===== config.mk =====
export PLATFORM = sky130hd
export DESIGN_NAME = delta_patch_command_encoder
export DESIGN_NICKNAME = d
export VERILOG_FILES = /design/src/hdl/dpce_pkg.sv /design/src/hdl/dpce_ram.sv /design/src/hdl/dpce_ctrl.sv /design/src/hdl/dpce_datapath.sv /design/src/hdl/delta_patch_command_encoder.sv
export SDC_FILE = /design/constraint.sdc
export NUM_CORES = 1
export LEC_CHECK = 0
export ABC_AREA = 0
export BUFFER_PORTS_ARGS = -buffer_cell sky130_fd_sc_hd__buf_2
export CAP_MARGIN = 20
export CORE_UTILIZATION = 30
export DETAILED_ROUTE_END_ITERATION = 6
export PLACE_DENSITY_LB_ADDON = 0.15
export SETUP_SLACK_MARGIN = 0.3
export SYNTH_ARGS = -nofsm -noshare
export SYNTH_HDL_FRONTEND = slang
export SYNTH_SLANG_ARGS = --single-unit
export TNS_END_PERCENT = 20

===== constraint.sdc =====
create_clock -name clock -period 13.8 [get_ports clock]
set_input_delay 2.76 -clock clock [delete_from_list [all_inputs] [get_ports clock]]
set_output_delay 2.76 -clock clock [all_outputs]
set_load 0.01 [all_outputs]

===== src/hdl/dpce_pkg.sv =====
// Shared types, constants and handshake structs for the delta patch command encoder.
package dpce_pkg;

   localparam int POS_W       = 31;
   localparam int MAX_PENDING = 32;
   localparam int PEND_DEPTH  = 32;
   localparam int PEND_AW     = $clog2(PEND_DEPTH);
   localparam int COUNT_W     = PEND_AW + 1;
   localparam int VAR_W       = POS_W + 2;

   localparam logic [1:0] KIND_SOURCE_READ = 2'd0;
   localparam logic [1:0] KIND_TARGET_READ = 2'd1;
   localparam logic [1:0] KIND_SOURCE_COPY = 2'd2;
   localparam logic [1:0] KIND_TARGET_COPY = 2'd3;

   localparam logic OP_OFFER  = 1'b0;
   localparam logic OP_FINISH = 1'b1;

   typedef struct packed {
      logic             op;
      logic             from_target;
      logic [POS_W-1:0] match_pos;
      logic [POS_W-1:0] span_len;
      logic [7:0]       literal;
   } req_type;

   typedef struct packed {
      logic [7:0]       out_byte;
      logic             byte_valid;
      logic [POS_W-1:0] consumed;
      logic             last;
   } rsp_type;

   typedef enum logic [2:0] {
      ST_IDLE,
      ST_EVAL,
      ST_LIT_CMD,
      ST_LIT_BYTE,
      ST_CMD,
      ST_DELTA,
      ST_NONE
   } state_type;

   typedef enum logic [1:0] {
      SEL_NONE,
      SEL_LIT_CMD,
      SEL_LIT_BYTE,
      SEL_VARINT
   } sel_type;

   typedef struct packed {
      logic    latch_req;
      logic    push_lit;
      logic    take_match;
      logic    emit;
      sel_type sel;
      logic    last;
      logic    lit_step;
      logic    clear_pend;
      logic    load_delta;
   } ctrl_cmd_type;

   typedef struct packed {
      logic is_finish;
      logic take;
      logic pend_nz;
      logic pend_full_next;
      logic lit_final;
      logic var_final;
      logic has_copy;
      logic has_delta;
      logic out_free;
   } ctrl_status_type;

endpackage


===== src/hdl/dpce_ram.sv =====
// Generic single-write, single-read RAM with registered read data.
module dpce_ram #(
   parameter int WIDTH = 8,
   parameter int DEPTH = 32
) (
   input  logic                     clock,
   input  logic                     wr_en,
   input  logic [$clog2(DEPTH)-1:0] wr_addr,
   input  logic [WIDTH-1:0]         wr_data,
   input  logic [$clog2(DEPTH)-1:0] rd_addr,
   output logic [WIDTH-1:0]         rd_data
);

   logic [WIDTH-1:0] mem_ff [DEPTH];
   logic [WIDTH-1:0] rd_data_ff;

   always_ff @(posedge clock) begin
      if (wr_en) begin
         mem_ff[wr_addr] <= wr_data;
      end
      rd_data_ff <= mem_ff[rd_addr];
   end

   assign rd_data = rd_data_ff;

endmodule


===== src/hdl/dpce_ctrl.sv =====
// Sequencer: evaluates each request and steps through literal flush and varint emission.
module dpce_ctrl (
   input  logic                      clock,
   input  logic                      reset,
   input  logic                      req_valid,
   output logic                      req_ready,
   input  dpce_pkg::ctrl_status_type status,
   output dpce_pkg::ctrl_cmd_type    cmd
);
   import dpce_pkg::*;

   state_type state_ff, state_in;

   always_comb begin
      state_in = state_ff;
      case (state_ff)
         ST_IDLE: begin
            if (req_valid) state_in = ST_EVAL;
         end
         ST_EVAL: begin
            if (status.is_finish) begin
               state_in = status.pend_nz ? ST_LIT_CMD : ST_NONE;
            end else if (!status.take) begin
               state_in = status.pend_full_next ? ST_LIT_CMD : ST_NONE;
            end else begin
               state_in = status.pend_nz ? ST_LIT_CMD : ST_CMD;
            end
         end
         ST_LIT_CMD: begin
            if (status.out_free) state_in = ST_LIT_BYTE;
         end
         ST_LIT_BYTE: begin
            if (status.out_free && status.lit_final) begin
               state_in = status.has_copy ? ST_CMD : ST_IDLE;
            end
         end
         ST_CMD: begin
            if (status.out_free && status.var_final) begin
               state_in = status.has_delta ? ST_DELTA : ST_IDLE;
            end
         end
         ST_DELTA: begin
            if (status.out_free && status.var_final) state_in = ST_IDLE;
         end
         ST_NONE: begin
            if (status.out_free) state_in = ST_IDLE;
         end
         default: state_in = ST_IDLE;
      endcase
   end

   always_comb begin
      cmd       = '0;
      cmd.sel   = SEL_NONE;
      req_ready = 1'b0;
      case (state_ff)
         ST_IDLE: begin
            req_ready     = 1'b1;
            cmd.latch_req = req_valid;
         end
         ST_EVAL: begin
            if (!status.is_finish) begin
               cmd.push_lit   = !status.take;
               cmd.take_match = status.take;
            end
         end
         ST_LIT_CMD: begin
            cmd.emit = status.out_free;
            cmd.sel  = SEL_LIT_CMD;
         end
         ST_LIT_BYTE: begin
            cmd.emit       = status.out_free;
            cmd.sel        = SEL_LIT_BYTE;
            cmd.lit_step   = status.out_free;
            cmd.clear_pend = status.out_free && status.lit_final;
            cmd.last       = status.lit_final && !status.has_copy;
         end
         ST_CMD: begin
            cmd.emit       = status.out_free;
            cmd.sel        = SEL_VARINT;
            cmd.last       = status.var_final && !status.has_delta;
            cmd.load_delta = status.out_free && status.var_final && status.has_delta;
         end
         ST_DELTA: begin
            cmd.emit = status.out_free;
            cmd.sel  = SEL_VARINT;
            cmd.last = status.var_final;
         end
         ST_NONE: begin
            cmd.emit = status.out_free;
            cmd.sel  = SEL_NONE;
            cmd.last = 1'b1;
         end
         default: begin
            cmd = '0;
         end
      endcase
   end

   always_ff @(posedge clock) begin
      if (reset) begin
         state_ff <= ST_IDLE;
      end else begin
         state_ff <= state_in;
      end
   end

   // every request ends with exactly one last transfer, after which we are idle
   a_last_to_idle: assert property (@(posedge clock) disable iff (reset)
      (cmd.emit && cmd.last) |=> (state_ff == ST_IDLE))
      else $error("last transfer did not return to idle");

   a_accept_to_eval: assert property (@(posedge clock) disable iff (reset)
      (req_valid && req_ready) |=> (state_ff == ST_EVAL))
      else $error("accepted request not evaluated");

   a_no_emit_when_busy: assert property (@(posedge clock) disable iff (reset)
      cmd.emit |-> status.out_free)
      else $error("emit while output register is occupied");

endmodule


===== src/hdl/dpce_datapath.sv =====
// Datapath: cost estimate, position and cursor registers, literal buffer, varint engine.
module dpce_datapath (
   input  logic                      clock,
   input  logic                      reset,
   input  dpce_pkg::req_type         req_data,
   output logic                      rsp_valid,
   input  logic                      rsp_ready,
   output dpce_pkg::rsp_type         rsp_data,
   input  dpce_pkg::ctrl_cmd_type    cmd,
   output dpce_pkg::ctrl_status_type status
);
   import dpce_pkg::*;

   function automatic logic [2:0] varint_size(input logic [POS_W-1:0] v);
      logic [2:0] n;
      if (v[POS_W-1:7] == '0)       n = 3'd1;
      else if (v[POS_W-1:14] == '0) n = 3'd2;
      else if (v[POS_W-1:21] == '0) n = 3'd3;
      else if (v[POS_W-1:28] == '0) n = 3'd4;
      else                          n = 3'd5;
      return n;
   endfunction

   req_type            req_ff, req_in;
   logic [POS_W-1:0]   opos_ff, opos_in;
   logic [POS_W-1:0]   scur_ff, scur_in;
   logic [POS_W-1:0]   tcur_ff, tcur_in;
   logic [COUNT_W-1:0] count_ff, count_in;
   logic [PEND_AW-1:0] idx_ff, idx_in;
   logic [VAR_W-1:0]   var_ff, var_in;
   logic [VAR_W-1:0]   delta_ff, delta_in;
   logic [POS_W-1:0]   consumed_ff, consumed_in;
   logic               has_copy_ff, has_copy_in;
   logic               has_delta_ff, has_delta_in;
   rsp_type            rsp_ff, rsp_in;
   logic               rsp_valid_ff, rsp_valid_in;

   logic               sread;
   logic [POS_W-1:0]   cur;
   logic               pos_lt;
   logic [POS_W-1:0]   pos_diff;
   logic [3:0]         cost;
   logic [3:0]         need;
   logic               take;
   logic [1:0]         kind;
   logic [VAR_W-1:0]   cmd_val;
   logic [VAR_W-1:0]   delta_val;
   logic [POS_W-1:0]   new_cur;
   logic               var_big;
   logic [7:0]         var_byte;
   logic [VAR_W-1:0]   var_next;
   logic [COUNT_W-1:0] count_m1;
   logic [7:0]         lit_cmd_byte;
   logic [7:0]         sel_byte;
   logic               out_free;
   logic [PEND_AW-1:0] rd_addr;
   logic [7:0]         rd_data;

   // offer evaluation
   always_comb begin
      sread    = !req_ff.from_target && (req_ff.match_pos == opos_ff);
      cur      = req_ff.from_target ? tcur_ff : scur_ff;
      pos_lt   = req_ff.match_pos < cur;
      pos_diff = pos_lt ? (cur - req_ff.match_pos) : (req_ff.match_pos - cur);
      cost     = sread ? 4'd1 : ({1'b0, varint_size(pos_diff)} + 4'd1);
      need     = 4'd1 + cost + {3'b0, (count_ff != '0)}
                 + {3'b0, (req_ff.span_len == POS_W'(1))};
      take     = req_ff.span_len >= POS_W'(need);
      if (sread)                   kind = KIND_SOURCE_READ;
      else if (req_ff.from_target) kind = KIND_TARGET_COPY;
      else                         kind = KIND_SOURCE_COPY;
      cmd_val   = {req_ff.span_len - POS_W'(1), kind};
      delta_val = {1'b0, pos_diff, pos_lt};
      new_cur   = req_ff.match_pos + req_ff.span_len;
   end

   // bijective base-128 varint step
   always_comb begin
      var_big  = |var_ff[VAR_W-1:7];
      var_byte = {~var_big, var_ff[6:0]};
      var_next = (var_ff >> 7) - VAR_W'(1);
      count_m1 = count_ff - COUNT_W'(1);
      lit_cmd_byte = {1'b1, count_m1[PEND_AW-1:0], KIND_TARGET_READ};
   end

   assign out_free = !rsp_valid_ff || rsp_ready;

   // prefetch one entry ahead so the literal run goes out one byte a cycle while the output register is free
   assign rd_addr = cmd.lit_step ? (idx_ff + PEND_AW'(1)) : idx_ff;

   dpce_ram #(
      .WIDTH (8),
      .DEPTH (PEND_DEPTH)
   ) u_pend_ram (
      .clock   (clock),
      .wr_en   (cmd.push_lit),
      .wr_addr (count_ff[PEND_AW-1:0]),
      .wr_data (req_ff.literal),
      .rd_addr (rd_addr),
      .rd_data (rd_data)
   );

   always_comb begin
      case (cmd.sel)
         SEL_LIT_CMD:  sel_byte = lit_cmd_byte;
         SEL_LIT_BYTE: sel_byte = rd_data;
         SEL_VARINT:   sel_byte = var_byte;
         default:      sel_byte = 8'h00;
      endcase
   end

   always_comb begin
      req_in       = req_ff;
      opos_in      = opos_ff;
      scur_in      = scur_ff;
      tcur_in      = tcur_ff;
      count_in     = count_ff;
      idx_in       = idx_ff;
      var_in       = var_ff;
      delta_in     = delta_ff;
      consumed_in  = consumed_ff;
      has_copy_in  = has_copy_ff;
      has_delta_in = has_delta_ff;
      rsp_in       = rsp_ff;
      rsp_valid_in = rsp_valid_ff && !rsp_ready;

      if (cmd.latch_req) begin
         req_in       = req_data;
         consumed_in  = '0;
         has_copy_in  = 1'b0;
         has_delta_in = 1'b0;
         idx_in       = '0;
      end
      if (cmd.push_lit) begin
         count_in    = count_ff + COUNT_W'(1);
         opos_in     = opos_ff + POS_W'(1);
         consumed_in = POS_W'(1);
      end
      if (cmd.take_match) begin
         opos_in      = opos_ff + req_ff.span_len;
         var_in       = cmd_val;
         delta_in     = delta_val;
         consumed_in  = req_ff.span_len;
         has_copy_in  = 1'b1;
         has_delta_in = !sread;
         if (!sread && req_ff.from_target) tcur_in = new_cur;
         if (!sread && !req_ff.from_target) scur_in = new_cur;
      end
      if (cmd.lit_step) idx_in = idx_ff + PEND_AW'(1);
      if (cmd.clear_pend) begin
         count_in = '0;
         idx_in   = '0;
      end
      if (cmd.emit && cmd.sel == SEL_VARINT) var_in = var_next;
      if (cmd.load_delta) var_in = delta_ff;
      if (cmd.emit) begin
         rsp_valid_in      = 1'b1;
         rsp_in.out_byte   = sel_byte;
         rsp_in.byte_valid = (cmd.sel != SEL_NONE);
         rsp_in.consumed   = cmd.last ? consumed_ff : '0;
         rsp_in.last       = cmd.last;
      end
   end

   always_ff @(posedge clock) begin
      if (reset) begin
         opos_ff      <= '0;
         scur_ff      <= '0;
         tcur_ff      <= '0;
         count_ff     <= '0;
         idx_ff       <= '0;
         has_copy_ff  <= 1'b0;
         has_delta_ff <= 1'b0;
         rsp_valid_ff <= 1'b0;
      end else begin
         opos_ff      <= opos_in;
         scur_ff      <= scur_in;
         tcur_ff      <= tcur_in;
         count_ff     <= count_in;
         idx_ff       <= idx_in;
         has_copy_ff  <= has_copy_in;
         has_delta_ff <= has_delta_in;
         rsp_valid_ff <= rsp_valid_in;
      end
      req_ff      <= req_in;
      var_ff      <= var_in;
      delta_ff    <= delta_in;
      consumed_ff <= consumed_in;
      rsp_ff      <= rsp_in;
   end

   always_comb begin
      status.is_finish      = (req_ff.op == OP_FINISH);
      status.take           = take;
      status.pend_nz        = (count_ff != '0);
      status.pend_full_next = (count_ff + COUNT_W'(1)) >= COUNT_W'(MAX_PENDING);
      status.lit_final      = (COUNT_W'(idx_ff) == count_m1);
      status.var_final      = !var_big;
      status.has_copy       = has_copy_ff;
      status.has_delta      = has_delta_ff;
      status.out_free       = out_free;
   end

   assign rsp_valid = rsp_valid_ff;
   assign rsp_data  = rsp_ff;

   a_count_bound: assert property (@(posedge clock) disable iff (reset)
      count_ff <= COUNT_W'(MAX_PENDING))
      else $error("literal buffer count out of range");

   // a full buffer must be drained before another literal comes in
   a_no_push_when_full: assert property (@(posedge clock) disable iff (reset)
      cmd.push_lit |-> (count_ff < COUNT_W'(MAX_PENDING)))
      else $error("literal pushed into a full buffer");

   a_flush_nonempty: assert property (@(posedge clock) disable iff (reset)
      (cmd.emit && cmd.sel == SEL_LIT_CMD) |-> (count_ff != '0))
      else $error("TargetRead command with empty literal buffer");

endmodule


===== src/hdl/delta_patch_command_encoder.sv =====
// Top level of the delta patch command encoder.
// Takes one request at a time: a match offer or a finish. An offer that emits no
// patch bytes goes from its transfer through accept and evaluate to its single result;
// an item that emits bytes sends them one byte per cycle out of the output register as
// long as rsp_ready stays high. A literal flush is one TargetRead command byte followed
// by up to 32 buffered bytes, read one ahead from a buffer RAM with registered read
// data; a copy command and its delta are bijective base-128 varints of up to five bytes
// each, produced one byte a cycle while the output register is free, by a
// shift-and-decrement step. The next request is taken in the cycle after the last
// result of the previous one has been loaded into the output register.
module delta_patch_command_encoder (
   input  logic              clock,
   input  logic              reset,
   input  logic              req_valid,
   output logic              req_ready,
   input  dpce_pkg::req_type req_data,
   output logic              rsp_valid,
   input  logic              rsp_ready,
   output dpce_pkg::rsp_type rsp_data
);
   import dpce_pkg::*;

   ctrl_cmd_type    cmd;
   ctrl_status_type status;

   dpce_ctrl u_ctrl (
      .clock     (clock),
      .reset     (reset),
      .req_valid (req_valid),
      .req_ready (req_ready),
      .status    (status),
      .cmd       (cmd)
   );

   dpce_datapath u_datapath (
      .clock     (clock),
      .reset     (reset),
      .req_data  (req_data),
      .rsp_valid (rsp_valid),
      .rsp_ready (rsp_ready),
      .rsp_data  (rsp_data),
      .cmd       (cmd),
      .status    (status)
   );

endmodule

==> impl_metrics.csv <==
group,metric,value,unit
worst_setup_path,critPathLaunchType,"register",
hold_path,hp-start,"u_datapath.tcur_ff[25]",
sta,setup_viol,0,
worst_setup_path,r2r_slack,2.27,ns
yosys,synth_top_family_by_area,"simple AND/OR/NAND/NOR gates",
floorplanning,rows,116,
cts,h-tree-depth,3,
sta,slew_headroom,0.269,
worst_setup_path,critPathArrivalTime,12.09,ns
routing,highest_layer,"met5",
grt,grt_pass1_vias,21200,
sta,rsz0062_at_grt,"false",
worst_setup_path,slowest_delay,0.75,ns
floorplanning,coreArea,101000,um2
sta,tightest_slew,1.10,ns
place,hpwlAfterDp,69800,um
sta,finalHoldViolations,0,
floorplanning,ios,119,
grt,grt_pass1_wl,142000,um
grt,grt_usage,0.186,
yosys,ys_types,95,
power,ir_drop,87.7,uV
power,p_leak,0.0135,uW
grt,grt_overflow,0,
routing,drtPass1Iterations,5,
yosys,synth-compound-area-share,0.111,
place,io_buffers,118,
routing,route.detailed.drc,0,
worst_setup_path,cpMaxStageDelayCell,"a2111oi_0",
yosys,yosysSeqAreaShare,0.533,
routing,drt_iter0_drc,1602,
cts,cts_buffer_depth,3,
yosys,syn_nets,2861,
yosys,syn_area,30600,um2
sta,fmax,0.0868,GHz
layout,area_growth,14.7,%
place,routabilityCongestion,0.893,
grt,antenna_found_initial,6,
floorplanning,die_area,103000,um2
yosys,yosysWarnings,0,
cts,cts_hold_buf,0,
yosys,postSynthAreaPerCell,11.6,um2
worst_setup_path,cp_max_fo,20,
routing,via_count,21300,
grt,grt_start_max_net_pins,80,
worst_setup_path,crit_required,14.37,ns
yosys,synthArstFlopShare,0,
cts,cts_tree,"yes",
routing,wl_per_cell,23.3,um
routing,ant_nets,0,
worst_setup_path,startpoint,"u_datapath.req_ff[70]",
sta,slew_viol_final,0,
cts,post_cts_resize_count,0,
yosys,muxShareOfSynthArea,0.0889,
hold_path,min_path_type,"register to register",
yosys,synth_xor_area_frac,0.0443,
floorplanning,die_y,321,um
sta,min_period,11.53,ns
routing,routed-wl-met3,4200,um
cts,ctsRootBufferMaster,"clkbuf_16",
yosys,synth_fa_ha_area_frac,0.0609,
sta,skew,0.0189,ns
worst_setup_path,crit_top_cell,"ha_1",
floorplanning,start_util,0.304,
cts,clk_pin_slew_worst_paths,0.05,ns
layout,nets,2961,
cts,numCtsBuffers,71,
sta,post-route-period-util,0.835,
yosys,synth-edff-count,465,
routing,wl_met1,45900,um
worst_setup_path,endpoint_kind,"register",
sta,hold_slack,0.454,ns
worst_setup_path,path_class,"register to register",
cts,clock-sinks,583,
worst_setup_path,regToRegStartpoint,"u_datapath.req_ff[70]",
floorplanning,die_x,321,um
routing,wl_met2,44400,um
power,powerDensity,191,nW/um2
sta,finalSetupTns,0,ns
run_status,outcome,"finished, final reports clean",
yosys,synthSimpleGateAreaFrac,0.130,
yosys,postSynthCellCount,2639,
layout,post-route-util,0.349,
yosys,ys.flop_type,"edfxtp_1",
flow_run,maxCapViolations,0,
cts,post_cts_buffers,0,
cts,worstSkewPairLatency,0.65,ns
routing,viasPerCell,5.12,
routing,wl,96800,um
layout,drive_above_1_share,0.141,
yosys,synth-seq-cells,583,
-- report_power, final --
part           total (uW)  switching (uW)  internal (uW)  leakage [uW]
Clock                1850             775           1070       0.00110
Sequential           2600             283           2320       0.00524
Combinational        2250            1480            766       0.00713
-- sequential cells by signal, indices dropped and copies added (netlist names), 31 cells and up --
register and flops:
u_datapath.u_pend_ram.mem_ff 256, u_datapath.req_ff 71, u_datapath.rsp_data 41, u_datapath.var_ff 33, u_datapath.delta_ff 32, u_datapath.consumed_ff 31
u_datapath.opos_ff 31, u_datapath.scur_ff 31, u_datapath.tcur_ff 31
-- placed cells by master (no fill, tap or decap), types with 22 or more instances in the layout --
master,instances
ha_1,140
nor2_1,203
dfxtp_1,118
nand4_1,22
a21oi_1,203
clkbuf_16,71
o21ai_0,117
nand3_1,49
xor2_1,71
buf_4,23
mux2i_1,77
nor3_1,52
and3_1,63
a21o_1,43
xnor2_1,83
nor4_1,22
nand2_1,228
buf_2,117
or3_1,22
edfxtp_1,465
and2_1,46
inv_1,112
mux4_2,80
-- cell usage after synthesis, types with 10 or more instances --
| cell | n | area (um2) |
|---|---|---|
| or3_1 | 22 | 138 |
| nor4_1 | 23 | 144 |
| o211ai_1 | 15 | 113 |
| mux2_2 | 11 | 124 |
| o21ai_0 | 118 | 591 |
| clkbuf_1 | 84 | 315 |
| ha_1 | 141 | 1760 |
| a21oi_1 | 203 | 1020 |
| a31oi_1 | 13 | 81.3 |
| nor3_1 | 52 | 260 |
| and2_1 | 46 | 288 |
| inv_1 | 113 | 424 |
| xor2_1 | 72 | 631 |
| edfxtp_1 | 465 | 14000 |
| o21bai_1 | 20 | 150 |
| nor2b_1 | 18 | 113 |
| nand2_1 | 228 | 856 |
| o31ai_1 | 12 | 90.1 |
| nand2b_1 | 20 | 125 |
| o21a_1 | 15 | 113 |
| mux4_2 | 80 | 1800 |
| buf_1 | 10 | 37.5 |
| dfxtp_1 | 118 | 2360 |
| nand3_1 | 49 | 245 |
| a21o_1 | 43 | 323 |
| and3_1 | 63 | 394 |
| nand4_1 | 22 | 138 |
| buf_2 | 16 | 80.1 |
| or2_2 | 12 | 75.1 |
| a211oi_1 | 19 | 143 |
| nor2_1 | 205 | 769 |
| mux2i_1 | 78 | 781 |
| xnor2_1 | 83 | 727 |
-- logic make-up (layout without fill, tap and decap cells) --
group / count (synthesis) / in the layout
mux: 170 / 170
xor+xnor: 155 / 155
fa+ha+maj: 146 / 146
compound gates: 538 / 538
other cells: 0 / 2
flops: 583 / 583
buf+inv: 236 / 390
simple gates: 811 / 811
-- routing by layer --
layer / global-route usage / vias up
met5: 0 / -
met4: 0.0481 / 2
met3: 0.0268 / 113
met2: 0.297 / 536
met1: 0.262 / 10600
li1: - / 9964
-- layout make-up --
class,count,area (um2)
Antenna cell,2,5.00
Sequential cell,583,16300
Inverter,114,430
Fill cell,9947,65500
Clock buffer,92,1890
Clock inverter,35,408
Timing Repair Buffer,149,981
Multi-Input combinational cell,1820,13400
Tap cell,1357,1700
-- through the flow --
stage,setup slack [ns],cell area (um2),total power (uW),cells
CTS,2.31,34900,6740,4139
floorplan,3.01,30600,3970,2639
detailed placement,2.40,32600,4860,4012
global route,1.28,35100,7050,4150
global placement,2.67,32600,4850,4012
finish,2.27,35100,6690,4152
-- worst paths after layout --
path	to	cells past startpoint
setup reg to reg	u_datapath.opos_ff[30]	40
hold / removal	u_datapath.tcur_ff[25]	2
setup / recovery	u_datapath.opos_ff[30]	40
hold reg to reg	u_datapath.tcur_ff[25]	2
-- worst max-delay path: cells and delay by family, from the launching register on --
| family | cells | cell delay (ns) |
|---|---|---|
| compound gates | 16 | 4.89 |
| simple gates | 10 | 2.41 |
| fa+ha+maj | 6 | 2.05 |
| buf+inv | 4 | 0.89 |
| mux | 2 | 0.59 |
| flops | 1 | 0.35 |
| xor+xnor | 2 | 0.26 |
Note: power is estimated with default switching activity, not from simulation.
